`config.mk`:
```
export PLATFORM = sky130hd
export DESIGN_NAME = decimal_display_formatter
export DESIGN_NICKNAME = d
export VERILOG_FILES = /design/src/ddf_pkg.sv /design/src/ddf_bcd_cell.sv /design/src/decimal_display_formatter.sv
export SDC_FILE = /design/constraint.sdc
export NUM_CORES = 1
export LEC_CHECK = 0
export BUFFER_PORTS_ARGS = -buffer_cell sky130_fd_sc_hd__buf_2
export CORE_ASPECT_RATIO = 1.1
export CORE_MARGIN = 2
export CORE_UTILIZATION = 55
export DETAILED_ROUTE_END_ITERATION = 6
export HOLD_SLACK_MARGIN = 0.03
export PLACE_DENSITY = 0.74
export RECOVER_POWER = 25
export SKIP_LAST_GASP = 1
export SLEW_MARGIN = 20
export SYNTH_ARGS = -nofsm -noshare
export SYNTH_HDL_FRONTEND = slang
export SYNTH_SLANG_ARGS = --single-unit
```
`constraint.sdc`:
```
create_clock -name i_clk -period 13.3 [get_ports i_clk]
set_clock_uncertainty 0.2 [all_clocks]
set_input_delay 0.665 -clock i_clk [delete_from_list [all_inputs] [get_ports i_clk]]
set_output_delay 0.665 -clock i_clk [all_outputs]
set_load 0.02 [all_outputs]
```
`src/ddf_pkg.sv`:
```
// ---------------------------------------------------------------------------
// ddf_pkg
// shared constants, cell control word and segment lookup for the formatter
// ---------------------------------------------------------------------------
package ddf_pkg;

    // binary input width and number of bcd cells it needs
    localparam int VALUE_W     = 32;
    localparam int BCD_DIGITS  = 10;

    // display positions and the most slides the window can take
    localparam int DIGIT_COUNT = 4;
    localparam int SLIDE_MAX   = BCD_DIGITS - DIGIT_COUNT;

    localparam int CNT_W       = $clog2(VALUE_W);

    localparam logic [3:0] BLANK_CODE = 4'd10;

    // control word broadcast to every bcd cell
    typedef struct packed {
        logic clear;   // zero the digit
        logic dabble;  // add-3 adjust then shift one bit in
        logic slide;   // take the lower neighbor's digit
    } t_cell_ctl;

    // segment pattern, bits 0..6 = pins 8,9,11,12,13,14,15; blank drives nothing
    function automatic logic [6:0] seg_of(input logic [3:0] code);
        logic [6:0] seg;
        unique case (code)
            4'd0:    seg = 7'h77;
            4'd1:    seg = 7'h05;
            4'd2:    seg = 7'h3B;
            4'd3:    seg = 7'h2F;
            4'd4:    seg = 7'h4D;
            4'd5:    seg = 7'h6E;
            4'd6:    seg = 7'h7E;
            4'd7:    seg = 7'h25;
            4'd8:    seg = 7'h7F;
            4'd9:    seg = 7'h6F;
            default: seg = 7'h00;
        endcase
        return seg;
    endfunction

endpackage

```
`src/ddf_bcd_cell.sv`:
```
// ---------------------------------------------------------------------------
// ddf_bcd_cell
// one decimal digit of the double-dabble chain, also slides toward the msd
// ---------------------------------------------------------------------------
module ddf_bcd_cell
    import ddf_pkg::*;
(
    input  logic       i_clk,
    input  t_cell_ctl  i_ctl,
    input  logic       i_bit,       // carry from the lower cell or the binary msb
    input  logic [3:0] i_digit_lo,  // lower neighbor digit for sliding
    output logic [3:0] o_digit,
    output logic       o_carry
);

    logic [3:0] r_digit;
    logic [3:0] n_digit;
    logic [3:0] w_adj;

    // add 3 when the digit would overflow a decimal place after doubling
    assign w_adj   = (r_digit >= 4'd5) ? r_digit + 4'd3 : r_digit;
    assign o_carry = w_adj[3];
    assign o_digit = r_digit;

    always_comb begin
        priority if (i_ctl.clear) begin
            n_digit = 4'd0;
        end else if (i_ctl.dabble) begin
            n_digit = {w_adj[2:0], i_bit};
        end else if (i_ctl.slide) begin
            n_digit = i_digit_lo;
        end else begin
            n_digit = r_digit;
        end
    end

    always_ff @(posedge i_clk) begin
        r_digit <= n_digit;
    end

endmodule

```
`src/decimal_display_formatter.sv`:
```
// ---------------------------------------------------------------------------
// decimal_display_formatter
// 32-bit binary to four seven-segment positions, leading digits kept
// ---------------------------------------------------------------------------
//
//  channel   ports                               handshake
//  -------   ---------------------------------   ----------------------------
//  input     i_value                             start high while busy low
//  result    o_digit_code_0..3, o_segments_0..3  o_valid high for one cycle
//
//  sequence: 32 double-dabble steps through the row of ten bcd cells, then
//  0 to 6 slide steps until the top cell holds a nonzero digit, then the
//  result word is registered and o_valid is raised
//  reset: i_rst_n low returns the sequencer to idle and drops o_valid
//  stalls: the receiver takes every word; busy stays high from accept until
//  the result word is shown, and a new word can be started in that cycle
//
module decimal_display_formatter
    import ddf_pkg::*;
(
    input  logic               i_clk,
    input  logic               i_rst_n,
    input  logic               start,
    output logic               busy,
    input  logic [VALUE_W-1:0] i_value,
    output logic               o_valid,
    output logic [3:0]         o_digit_code_0,
    output logic [3:0]         o_digit_code_1,
    output logic [3:0]         o_digit_code_2,
    output logic [3:0]         o_digit_code_3,
    output logic [6:0]         o_segments_0,
    output logic [6:0]         o_segments_1,
    output logic [6:0]         o_segments_2,
    output logic [6:0]         o_segments_3
);

    // sequencer codes
    localparam logic [1:0] ST_IDLE  = 2'd0;
    localparam logic [1:0] ST_CONV  = 2'd1;
    localparam logic [1:0] ST_ALIGN = 2'd2;

    logic [1:0]         r_state;
    logic [1:0]         n_state;
    logic [CNT_W-1:0]   r_cnt;
    logic [CNT_W-1:0]   n_cnt;
    logic [VALUE_W-1:0] r_bin;
    logic [VALUE_W-1:0] n_bin;
    logic               r_valid;
    logic               n_valid;

    logic               w_accept;
    logic               w_align_done;
    t_cell_ctl          w_ctl;

    // cell outputs, index 0 is the least significant decimal digit
    logic [3:0]         w_digit [BCD_DIGITS];
    logic               w_carry [BCD_DIGITS];

    // display window, index 0 is the leftmost position
    logic [3:0]         w_win   [DIGIT_COUNT];
    logic [3:0]         w_code  [DIGIT_COUNT];
    logic [3:0]         r_code  [DIGIT_COUNT];
    logic [6:0]         r_seg   [DIGIT_COUNT];

    assign w_accept = start && !busy;
    assign busy     = (r_state != ST_IDLE);
    assign o_valid  = r_valid;

    // window is done sliding once the top cell is nonzero or all slack is used
    assign w_align_done = (w_digit[BCD_DIGITS-1] != 4'd0) || (r_cnt == CNT_W'(SLIDE_MAX));

    always_comb begin
        w_ctl.clear  = w_accept;
        w_ctl.dabble = (r_state == ST_CONV);
        w_ctl.slide  = (r_state == ST_ALIGN) && !w_align_done;
    end

    // row of bcd cells, carries ripple upward, slides move digits upward
    genvar g;
    generate
        for (g = 0; g < BCD_DIGITS; g++) begin : g_cell
            logic       w_bit_in;
            logic [3:0] w_lo_in;
            if (g == 0) begin : g_first
                assign w_bit_in = r_bin[VALUE_W-1];
                assign w_lo_in  = 4'd0;
            end else begin : g_rest
                assign w_bit_in = w_carry[g-1];
                assign w_lo_in  = w_digit[g-1];
            end
            ddf_bcd_cell u_cell (
                .i_clk      (i_clk),
                .i_ctl      (w_ctl),
                .i_bit      (w_bit_in),
                .i_digit_lo (w_lo_in),
                .o_digit    (w_digit[g]),
                .o_carry    (w_carry[g])
            );
        end
    endgenerate

    // top cells form the window, leftmost first
    always_comb begin
        for (int i = 0; i < DIGIT_COUNT; i++) begin
            w_win[i] = w_digit[BCD_DIGITS-1-i];
        end
    end

    // blank leading zeros, the rightmost position always shows a digit
    always_comb begin
        logic lead;
        lead = 1'b1;
        for (int i = 0; i < DIGIT_COUNT; i++) begin
            lead = lead && (w_win[i] == 4'd0) && (i < DIGIT_COUNT - 1);
            w_code[i] = lead ? BLANK_CODE : w_win[i];
        end
    end

    // sequencer
    always_comb begin
        n_state = r_state;
        n_cnt   = r_cnt;
        n_bin   = r_bin;
        n_valid = 1'b0;
        unique case (r_state)
            ST_IDLE: begin
                if (w_accept) begin
                    n_state = ST_CONV;
                    n_cnt   = '0;
                    n_bin   = i_value;
                end
            end
            ST_CONV: begin
                n_bin = {r_bin[VALUE_W-2:0], 1'b0};
                n_cnt = r_cnt + 1'b1;
                if (r_cnt == CNT_W'(VALUE_W - 1)) begin
                    n_state = ST_ALIGN;
                    n_cnt   = '0;
                end
            end
            ST_ALIGN: begin
                if (w_align_done) begin
                    n_state = ST_IDLE;
                    n_valid = 1'b1;
                end else begin
                    n_cnt = r_cnt + 1'b1;
                end
            end
            default: begin
                n_state = ST_IDLE;
            end
        endcase
    end

    always_ff @(posedge i_clk) begin
        if (!i_rst_n) begin
            r_state <= ST_IDLE;
            r_valid <= 1'b0;
        end else begin
            r_state <= n_state;
            r_valid <= n_valid;
        end
    end

    always_ff @(posedge i_clk) begin
        r_cnt <= n_cnt;
        r_bin <= n_bin;
    end

    // result word register, loaded as the window settles
    always_ff @(posedge i_clk) begin
        if (n_valid) begin
            for (int i = 0; i < DIGIT_COUNT; i++) begin
                r_code[i] <= w_code[i];
                r_seg[i]  <= seg_of(w_code[i]);
            end
        end
    end

    assign o_digit_code_0 = r_code[0];
    assign o_digit_code_1 = r_code[1];
    assign o_digit_code_2 = r_code[2];
    assign o_digit_code_3 = r_code[3];
    assign o_segments_0   = r_seg[0];
    assign o_segments_1   = r_seg[1];
    assign o_segments_2   = r_seg[2];
    assign o_segments_3   = r_seg[3];

`ifndef SYNTHESIS
    // a word is always followed by a long conversion, never back to back
    a_valid_single: assert property (@(posedge i_clk) disable iff (!i_rst_n)
        o_valid |=> !o_valid)
        else $error("result strobe held longer than one cycle");

    // an accepted word keeps the block busy
    a_accept_busy: assert property (@(posedge i_clk) disable iff (!i_rst_n)
        (start && !busy) |=> busy)
        else $error("accepted word did not raise busy");

    // results appear only as the sequencer returns to idle
    a_valid_idle: assert property (@(posedge i_clk) disable iff (!i_rst_n)
        o_valid |-> ($past(r_state) == ST_ALIGN))
        else $error("result word outside the align exit");

    // the rightmost position is never blank
    a_last_digit: assert property (@(posedge i_clk) disable iff (!i_rst_n)
        o_valid |-> (o_digit_code_3 <= 4'd9))
        else $error("rightmost position not a digit");

    // blanking only runs from the left
    a_blank_order: assert property (@(posedge i_clk) disable iff (!i_rst_n)
        (o_valid && (o_digit_code_1 == BLANK_CODE)) |-> (o_digit_code_0 == BLANK_CODE))
        else $error("blank position right of a digit");
`endif

endmodule

```
* Word-level counts from Yosys, hierarchy flattened *
Memory sizes are Yosys's and may differ from the RTL's. A register that Yosys moved wholly into a read port is not among the register bits.
Index checks and enable logic that the tools add are counted.

storage, ports and cells
  bits in registers = 80
  bits in read-only memories = 448
  memories kept = 6
  memory bits (writable) = 44
  word-level logic and storage cells = 121
  output and inout port bits = 46

memories
  name              depth  width  rd ports  clocked after memory_dff  wr ports  RTL line                         text
  (name not given)  16     7      1         0                         0         ddf_pkg.sv:29                    unique case (code)
  (name not given)  16     7      1         0                         0         ddf_pkg.sv:29
  (name not given)  16     7      1         0                         0         ddf_pkg.sv:29
  (name not given)  16     7      1         1                         0         ddf_pkg.sv:29
  r_seg             4      7      4         0                         4         decimal_display_formatter.sv:63  logic [6:0] r_seg [DIGIT_COUNT];
  r_code            4      4      4         0                         4         decimal_display_formatter.sv:62  logic [3:0] r_code [DIGIT_COUNT];

operators by class
  add/sub/neg operators = 11
  equality and inequality tests = 8
  magnitude comparators = 10
  mux-type cells = 53
  reductions and logical operators = 19

operators by type and width
  operator                                                           number
  two-way mux 4 bit                                                  34
  case mux 32 bit (2 select lines)                                   1
  greater-or-equal comparator 4 x 3 -> 1 bit, second input constant  10
  adder 4 x 2 -> 4 bit, second input constant                        9
  two-way mux 32 bit                                                 1
  two-way mux 7 bit                                                  4
  two-way mux 5 bit                                                  3
  case mux 5 bit (3 select lines)                                    1
  logical NOT 4 bit                                                  3
  != test 2 bit, second input constant                               4
  two-way mux 2 bit                                                  3
  case mux 2 bit (3 select lines)                                    1
  AND reduction 3 bit                                                2
  nonzero test 2 bit                                                 3
  adder 5 x 1 -> 5 bit, second input constant                        1
  == test 5 x 3 -> 1 bit, second input constant                      1
  == test 5 bit, second input constant                               1
  logical AND 1 bit                                                  4
  two-way mux 1 bit                                                  4
  nonzero test 4 bit                                                 1
  adder 3 x 2 -> 3 bit, second input constant                        1
  two-way mux 3 bit                                                  1
  nonzero test 3 bit                                                 1
  == test 2 x 1 -> 1 bit, second input constant                      1
  5 further kinds                                                    6

* Longest topological paths before layout *
Gate-level depths: netlist of run 1.

  word-level depth = 8
  gate-level depth with buffers = 14
  gate-level depth less buffers = 12

* Cells and area by module *
Synthesis of run 1 repeated with hierarchy kept, for this count alone.

second synthesis, totals
  cell total of the unflattened synthesis = 647
  area total of the unflattened synthesis = 6885.4 um2

by module, submodules not included
  module                     sequential area each (um2)  cells each  times used  area an instance (um2)
  decimal_display_formatter  2492.4                      297         1           4082.7
  ddf_bcd_cell               80.1                        35          10          280.3

* Least setup slack after synthesis of run 1 *
No wires, ideal clock.

  kind = reg2reg
  from = reg g_cell[9].u_cell.r_digit[0]
  to = reg r_cnt[0] (enable)
  period minus slack after synthesis = 5.469 ns
  path buffers = 1
  setup time = 0.499 ns
  cell stages (with the launch flop) = 7
  setup slack = 7.831 ns
  arrival time = 4.771 ns
  path through = dfxtp_1 -> inv_1 -> ha_1 -> buf_4 -> nor3b_4 -> a21boi_0 -> nor3_1

on the way
  word-level cells in the longest chain between the ends = 4

ends and longest elaborated chain
  item                           RTL line                          text
  start, declared                ddf_bcd_cell.sv:16                logic [3:0] r_digit;
  start signal, assigned         ddf_bcd_cell.sv:38                r_digit <= n_digit;
  nonzero test 4 bit             decimal_display_formatter.sv:70   assign w_align_done = (w_digit[BCD_DIGITS-1] != 4'd0) || (r_cnt == CNT_W'(SLIDE_MAX));
  logical OR 1 bit               decimal_display_formatter.sv:70
  != test 2 bit (no line)        n/a
  AND reduction 3 bit (no line)  n/a
  end signal, assigned           decimal_display_formatter.sv:166  r_cnt <= n_cnt;
  end, declared                  decimal_display_formatter.sv:44   logic [CNT_W-1:0] r_cnt;

No other way between the ends.
A chain may end at the register's enable or synchronous reset.

==> results of run 1 <==
layout make-up:
| type | instances | share of cell area |
|---|---|---|
| tap | 154 | 0.0244 |
| timing repair buffer | 85 | 0.0479 |
| inverter | 45 | 0.0214 |
| multi-input combinational | 425 | 0.385 |
| clock buffer | 17 | 0.0539 |
| clock inverter | 15 | 0.0320 |
| sequential | 131 | 0.435 |
worst max-delay path, stage by stage, from the launching register on:
cell,delay (ps)
dfxtp_1,340
inv_1,110
ha_1,150
clkbuf_1,2440
inv_1,330
buf_4,450
nor4b_1,310
a31oi_1,100
a21oi_2,450
nand3_1,210
o31ai_1,140
cells by family (layout without fill, tap and decap cells):
logic type / after synthesis / count (layout) / share of synthesized area
simple gates: 161 / 161 / 0.118
compound gates: 155 / 155 / 0.146
flops: 131 / 131 / 0.507
buf+inv: 79 / 162 / 0.0447
fa+ha+maj: 54 / 54 / 0.0997
mux: 40 / 40 / 0.0657
xor+xnor: 15 / 15 / 0.0194
worst paths after layout:
kind | end | slack [ps]
min | r_seg[3][6]$_DFFE_PP_ | 210
max reg2reg | register | 7930
min reg2reg | r_seg[3][6]$_DFFE_PP_ | 210
max | register | 7930
metal layers:
layer | wire length [um] | global-route usage | up-vias
met5 | 0 | 0 | -
met4 | 184 | 0.0886 | 0
met3 | 722 | 0.0426 | 16
met2 | 6790 | 0.360 | 128
met1 | 5670 | 0.263 | 2322
li1 | - | - | 2429
where the power goes:
| part | leakage, uW | internal, uW | switching [uW] |
|---|---|---|---|
| clock network | 0.000325 | 354 | 181 |
| registers | 0.00117 | 597 | 88.5 |
| logic | 0.00151 | 285 | 428 |
| total | 0.00300 | 1240 | 698 |
through the flow:
step,util,worst slack (ps),hold slack (ps)
2_1_floorplan,-,7830,186
3_3_place_gp,0.606,9720,188
3_5_place_dp,0.606,9600,190
4_1_cts,0.662,9520,204
5_1_grt,0.656,7340,208
6_report,0.656,7930,205
flip-flops by register name, indices dropped and copies added, names as in the netlist, named ones only:
name and cells:
g_cell.u_cell.o_digit 40, o_valid 1, r_bin 32, r_cnt 5, r_code 16, r_seg 28, r_state 2
synthesized netlist by cell type (2+ instances only):
library cell / number
o32ai_1: 2
a211oi_1: 24
nand3b_1: 2
clkbuf_1: 30
o21ai_0: 39
nand3_1: 4
xor2_1: 4
a21oi_1: 41
nor3b_1: 7
a21o_1: 2
mux2_2: 33
ha_1: 54
a32oi_1: 7
o31ai_1: 5
a31oi_1: 2
o22ai_1: 8
a311oi_1: 15
and2_1: 3
mux2i_1: 6
nor2_1: 49
dfxtp_1: 50
and3_1: 6
xnor2_1: 11
nand2_1: 42
or2_2: 2
buf_2: 2
edfxtp_1: 81
nor3_1: 16
inv_1: 45
nor2b_1: 9
nand2b_1: 15
a21boi_0: 3
==> flow_summary.json, run 1 <==
{
  "cts.sinks": 131,
  "htreeDepth": 4,
  "n_fill_cell": 935,
  "p_leak_uw": 0.00300,
  "end_kind": "register",
  "area_growth_pct": 16.5,
  "die-area_um2": 13200,
  "core-area_um2": 12000,
  "portBuffers": 80,
  "drt_pass1_iterations": 5,
  "yosys_warnings": 0,
  "irDropWorstVdd_uv": 136,
  "arrival_ps": 5490,
  "grtUsageTotal": 0.213,
  "setup_viol": 0,
  "via_count": 4895,
  "avgRoutedWirePerCell_um": 15.3,
  "crit_start": "r_state[1]$_SDFFE_PN0P_",
  "period_share": 0.404,
  "setup.worst_path.start_class": "register",
  "fin_tns_setup_ps": 0,
  "syn_inst": 635,
  "postSynthAreaPerCell_um2": 10.7,
  "yosys-top-cells-area": "edfxtp_1 36%, dfxtp_1 15%, ha_1 10%, mux2_2 5.5%, a21oi_1 3.0%",
  "clockBufferDepth": 2,
  "route.detailed.drc": 0,
  "synth.net_count": 724,
  "ioPinCount": 81,
  "p_total_uw": 1930,
  "drv_slew": 74,
  "first_global_vias": 4693,
  "cts.reportedPaths.clkPinSlew_ps": 60,
  "die_w_um": 110,
  "cts_resized": 0,
  "overflow": 0,
  "grt_max_degree": 74,
  "multi_input_area_um2": 3040,
  "fmax_mhz": 186,
  "fp.dieH_um": 120,
  "finish.net_count": 794,
  "cts_hold_buf": 0,
  "r2r_cells": 10,
  "violations": "max-capacitance violations, max-slew violations",
  "gp_congestion": 0.873,
  "synth_area_leader_cell": "edfxtp_1",
  "start_util": 0.563,
  "rsz0062_at_grt": "false",
  "hpwl_um": 8440,
  "ant_nets": 0,
  "antenna_cells": 0,
  "slew_headroom": -1.32,
  "final_common_cell": "edfxtp_1",
  "status": "finished with violations",
  "synth_edf_count": 81,
  "dpl.cell_count": 840,
  "ys_types": 48,
  "path_max_fanout": 73,
  "grt_pass1_wl_um": 22100,
  "avgViaCountPerCell": 5.61,
  "ys_ff_latch": 131,
  "r2r-start": "r_state[1]$_SDFFE_PN0P_",
  "hold_viol_final": 0,
  "placed_area_um2": 7290,
  "clk_latency_ps": 410,
  "grt_antenna_before_repair": 0,
  "ys_seq_area_frac": 0.507,
  "design_area_um2": 7890,
  "holdPathStages": 0,
  "cap_violations": 1,
  "cts_tree": "yes",
  "stdcell_count": 872,
  "regArea_um2": 3430,
  "worstPathRequired_ps": 13410,
  "crit_type": "reg2reg",
  "numCtsBuffers": 17,
  "clockRootBuffer": "clkbuf_16",
  "synthFlopType": "edfxtp_1",
  "async_flop_share": 0,
  "tightest_slew_ps": 3480,
  "syn_area_um2": 6780,
  "wl_um": 13400,
  "drive_gt1_frac": 0.155,
  "cts_setup_buffers": 0,
  "rows": 42,
  "post-synth-top-area-fraction": 0.359,
  "drtIter0Drc": 283,
  "period_minus_slack_ps": 5370,
  "layout_common_cells": "81 x edfxtp_1, 54 x ha_1, 50 x dfxtp_1",
  "hold_class": "reg2reg",
  "powerDensity_nw_per_um2": 245
}
No activity file was read; power rests on OpenSTA's default activity.
==> run 2: changes to the inputs <==
Settings changed: CORE_UTILIZATION 55 to 53, PLACE_DENSITY 0.74 to 0.75.
Clock period 13.3 ns to 4.75 ns, I/O delays scaled along.
==> run 2 against run 1 <==
  * The flow now finishes without violations
  * Register-to-register slack got worse by 6700 ps
  * Global-route usage rose by 0.44 points
  * Via count rose by 4.1%
  * Routed wire length rose by 8.1%
  * First-iteration DRC count rose by 25%
  * Core utilization rose by 0.15 points
  * Die area rose by 3.6%
  * Sequential cell count did not move
  * Count of clock-buffer cells in the layout did not move
  * Fmax rose by 52%
  * Largest power group unchanged
==> flow_summary.json, run 2 (synthesis gave the netlist of run 1 again) <==
{
  "status": "finished clean",
  "period_minus_slack_ps": 3550,
  "wl_um": 14400,
  "powerDensity_nw_per_um2": 659,
  "fp.dieH_um": 123,
  "rsz0062_at_grt": "false",
  "setup.worst_path.start_class": "register",
  "die_w_um": 112,
  "grtUsageTotal": 0.217,
  "cts.reportedPaths.clkPinSlew_ps": 60,
  "drtIter0Drc": 353,
  "grt_antenna_before_repair": 0,
  "cts.sinks": 131,
  "overflow": 0,
  "fin_tns_setup_ps": 0,
  "portBuffers": 80,
  "final_common_cell": "edfxtp_1",
  "drive_gt1_frac": 0.150,
  "largest_reg_flops": 40,
  "fmax_mhz": 282,
  "setup_viol": 0,
  "htreeDepth": 4,
  "drt_pass1_iterations": 5,
  "tightest_slew_ps": 854,
  "hold_class": "in2reg",
  "die-area_um2": 13700,
  "antenna_cells": 0,
  "core-area_um2": 12500,
  "numCtsBuffers": 17,
  "clockBufferDepth": 2,
  "cap_violations": 0,
  "layout_common_cells": "81 x edfxtp_1, 53 x ha_1, 50 x dfxtp_1",
  "area_growth_pct": 21.6,
  "clockRootBuffer": "clkbuf_16",
  "n_fill_cell": 945,
  "first_global_vias": 5185,
  "crit_type": "reg2reg",
  "hpwl_um": 9000,
  "rows": 43,
  "clk_latency_ps": 420,
  "path_cells": "inv_1 > ha_1 > nor3b_4 > and3_1 > nand2_1 > o21ai_0 > o21ai_0 > or2_2 > inv_1 > ha_1 > a21boi_0 > o31ai_1",
  "avgRoutedWirePerCell_um": 15.9,
  "period_share": 0.747,
  "drv_slew": 0,
  "ioPinCount": 81,
  "hold_viol_final": 0,
  "gp_congestion": 0.896,
  "via_count": 5098,
  "cts_tree": "yes",
  "grt_max_degree": 51,
  "start_util": 0.540,
  "finish.net_count": 829,
  "path_max_fanout": 15,
  "placed_area_um2": 7310,
  "avgViaCountPerCell": 5.61,
  "cts_resized": 0,
  "holdPathStages": 4,
  "grt_pass1_wl_um": 24000,
  "ant_nets": 0,
  "slew_headroom": 0.431,
  "design_area_um2": 8240,
  "arrival_ps": 3630,
  "slowest_delay_ps": 590,
  "worstPathRequired_ps": 4840,
  "holdWs_ps": 181,
  "irDropWorstVdd_uv": 321,
  "route.detailed.drc": 0,
  "p_leak_uw": 0.00314,
  "end_kind": "register",
  "slowest_stage": "and3_1",
  "r2r_cells": 12
}
[run 2: cell type report]
cell class	instances	area [um2]	share of cell area
Clock buffer	17	425	0.0516
Clock inverter	14	235	0.0285
Inverter	45	169	0.0205
Multi-Input combinational cell	425	3060	0.371
Sequential cell	131	3430	0.417
Tap cell	157	196	0.0238
Timing Repair Buffer	120	726	0.0881
[run 2: timing repair]
item,4_1_cts,5_1_grt
setup buffers,0,0
hold buffers,33,0
hold endpoints to repair,35,0
[run 2: worst paths after layout]
| check | end | slack, ps | from |
|---|---|---|---|
| setup / recovery | register | 1200 | g_cell[9].u_cell.o_digit[1]$_SDFFE_PP0N_ |
| hold / removal | g_cell[6].u_cell.o_digit[2]$_SDFFE_PP0N_ | 180 | start |
| setup reg to reg | register | 1200 | g_cell[9].u_cell.o_digit[1]$_SDFFE_PP0N_ |
| hold reg to reg | r_seg[3][3]$_DFFE_PP_ | 200 | register |
[run 2: critical path: cells and delay by family (launching register included)]
kind	cells	cell delay (ps)
and+or+nand+nor	4	1540
adders and majority gates	2	480
AOI/OAI and AO/OA	4	640
buffers and inverters	2	200
DFF	1	350
[run 2: routing by layer]
layer | wire length, um | up-vias | global-route usage
met1 | 6020 | 2433 | 0.249
met4 | 280 | 0 | 0.0980
met5 | 0 | - | 0
li1 | - | 2502 | -
met3 | 714 | 26 | 0.0519
met2 | 7430 | 137 | 0.387
[run 2: per-stage QoR]
step | std cells | power (uW) | utilization | worst slack, ps
global placement | 845 | 3810 | 0.583 | 1360
global route | 909 | 5790 | 0.657 | 967
detailed placement | 845 | 3930 | 0.583 | 1240
floorplan | 635 | 3440 | - | 461
CTS | 909 | 5440 | 0.662 | 1190
finish | 909 | 5430 | 0.657 | 1200
[run 2: report_power, final]
part	internal, uW	total (uW)	switching, uW
combinational	806	2030	1220
clock	980	1470	494
sequential	1670	1930	254
total	3460	5430	1970
==> run 3: changes to the inputs <==
Clock period 4.75 ns to 3.1 ns, I/O delays scaled along.
==> run 3 against run 2 <==
  * Largest power group unchanged
  * Sequential power is 52% higher
  * Cell count increased by 0.88%
  * Design area is 0.90% lower
  * Largest cell class unchanged
  * Highest routed layer unchanged
  * Core utilization fell by 0.59 points
==> flow_summary.json, run 3 (synthesis gave the netlist of run 1 again) <==
{
  "irDropWorstVdd_uv": 504,
  "final_common_cell": "edfxtp_1",
  "end_kind": "register",
  "cts.sinks": 131,
  "drt_pass1_iterations": 4,
  "layout_common_cells": "81 x edfxtp_1, 53 x ha_1, 50 x dfxtp_1, 50 x clkbuf_1, 49 x nor2_1",
  "final_util": 0.652,
  "cts.reportedPaths.clkPinSlew_ps": 60,
  "area_growth_pct": 20.6,
  "clk_latency_ps": 420,
  "slowest_delay_ps": 360,
  "hold_viol_final": 0,
  "rows": 43,
  "drtIter0Drc": 239,
  "die_w_um": 112,
  "setup_viol": 0,
  "powerDensity_nw_per_um2": 978,
  "core-area_um2": 12500,
  "path_cells": "inv_1 > ha_1 > nor3b_1 > buf_4 > nand3_4 > mux2i_1 > mux2i_1 > nor2_1 > inv_1 > ha_1 > a21boi_0 > o31ai_1",
  "cts_tree": "yes",
  "clockBufferDepth": 2,
  "slew_headroom": 0.238,
  "p_total_uw": 7990,
  "start_util": 0.540,
  "hold_class": "in2reg",
  "grtUsageTotal": 0.219,
  "p_leak_uw": 0.00311,
  "avgViaCountPerCell": 5.59,
  "tightest_slew_ps": 1140,
  "portBuffers": 80,
  "grt_antenna_before_repair": 0,
  "ioPinCount": 81,
  "crit_type": "reg2reg",
  "antenna_cells": 0,
  "clockRootBuffer": "clkbuf_16",
  "setup.worst_path.start_class": "register",
  "period_minus_slack_ps": 2820,
  "ant_nets": 0,
  "first_global_vias": 5176,
  "grt_max_degree": 52,
  "grt_pass1_wl_um": 24100,
  "worstPathRequired_ps": 3220,
  "route.detailed.drc": 0,
  "die-area_um2": 13700,
  "avgRoutedWirePerCell_um": 15.9,
  "period_share": 0.909,
  "rsz0062_at_grt": "false",
  "largest_reg_flops": 40,
  "wl_um": 14600,
  "gp_congestion": 0.909,
  "path_max_fanout": 7,
  "overflow": 0,
  "fmax_mhz": 355,
  "via_count": 5128,
  "holdWs_ps": 80.4,
  "slowest_stage": "dfxtp_1",
  "drive_gt1_frac": 0.151,
  "htreeDepth": 4,
  "status": "finished clean",
  "critical_path.top_delay_family": "simple AND/OR/NAND/NOR gates",
  "drv_slew": 0,
  "crit_buf_inv": 3,
  "numCtsBuffers": 17,
  "fin_tns_setup_ps": 0,
  "cap_violations": 0,
  "hpwl_um": 9080,
  "finish.net_count": 836,
  "arrival_ps": 2940,
  "fp.dieH_um": 123
}
run 3: area by class of cell:
class | count | area, um2
timing repair buffer | 127 | 772
clock inverter | 12 | 115
tap | 157 | 196
inverter | 45 | 169
multi-input combinational | 425 | 3050
fill | 947 | 4370
clock buffer | 20 | 437
sequential | 131 | 3430
run 3: final timing paths:
check                                              to  slack (ps)  cells after the start                                     start
min          g_cell[6].u_cell.o_digit[2]$_SDFFE_PP0N_          80                      4                                     start
max                                          register         280                     12  g_cell[9].u_cell.o_digit[1]$_SDFFE_PP0N_
min reg2reg                     r_seg[3][5]$_DFFE_PP_         200                      0                                  register
max reg2reg                                  register         280                     12  g_cell[9].u_cell.o_digit[1]$_SDFFE_PP0N_
run 3: timing repair:
item                                    4_1_cts  5_1_grt
setup buffers                                 0        0
hold buffers                                 33        0
resized for setup                             0        0
endpoints found under the setup margin        0        0
hold endpoints to repair                     35        0
run 3: worst reg2reg max path: cells and delay by family, from the launching register on:
kind | cells | cell delay, ps
AOI/OAI and AO/OA | 2 | 420
adders and majority gates | 2 | 390
buffers and inverters | 3 | 460
DFF | 1 | 360
muxes | 2 | 280
and+or+nand+nor | 3 | 630
run 3: power breakdown:
part / leakage [uW] / internal, uW / switching, uW / total (uW)
sequential: 0.00117 / 2560 / 372 / 2930
clock: 0.000264 / 1170 / 713 / 1880
combinational: 0.00168 / 1270 / 1910 / 3180
run 3: layer usage:
metal	wire length [um]	vias up	share of wire	GRT usage
li1	-	2518	-	-
met1	6020	2464	0.41	0.244
met2	7790	137	0.53	0.405
met3	624	9	0.043	0.0533
met4	130	0	0.0089	0.0864
met5	0	-	0	0
run 3: through the flow:
step | cell area, um2 | setup WS [ps] | instances
after floorplan | 6790 | 247 | 635
after global placement | 7360 | 450 | 852
after detailed placement | 7360 | 407 | 852
after CTS | 8240 | 336 | 917
after global routing | 8170 | 122 | 917
final | 8170 | 283 | 917
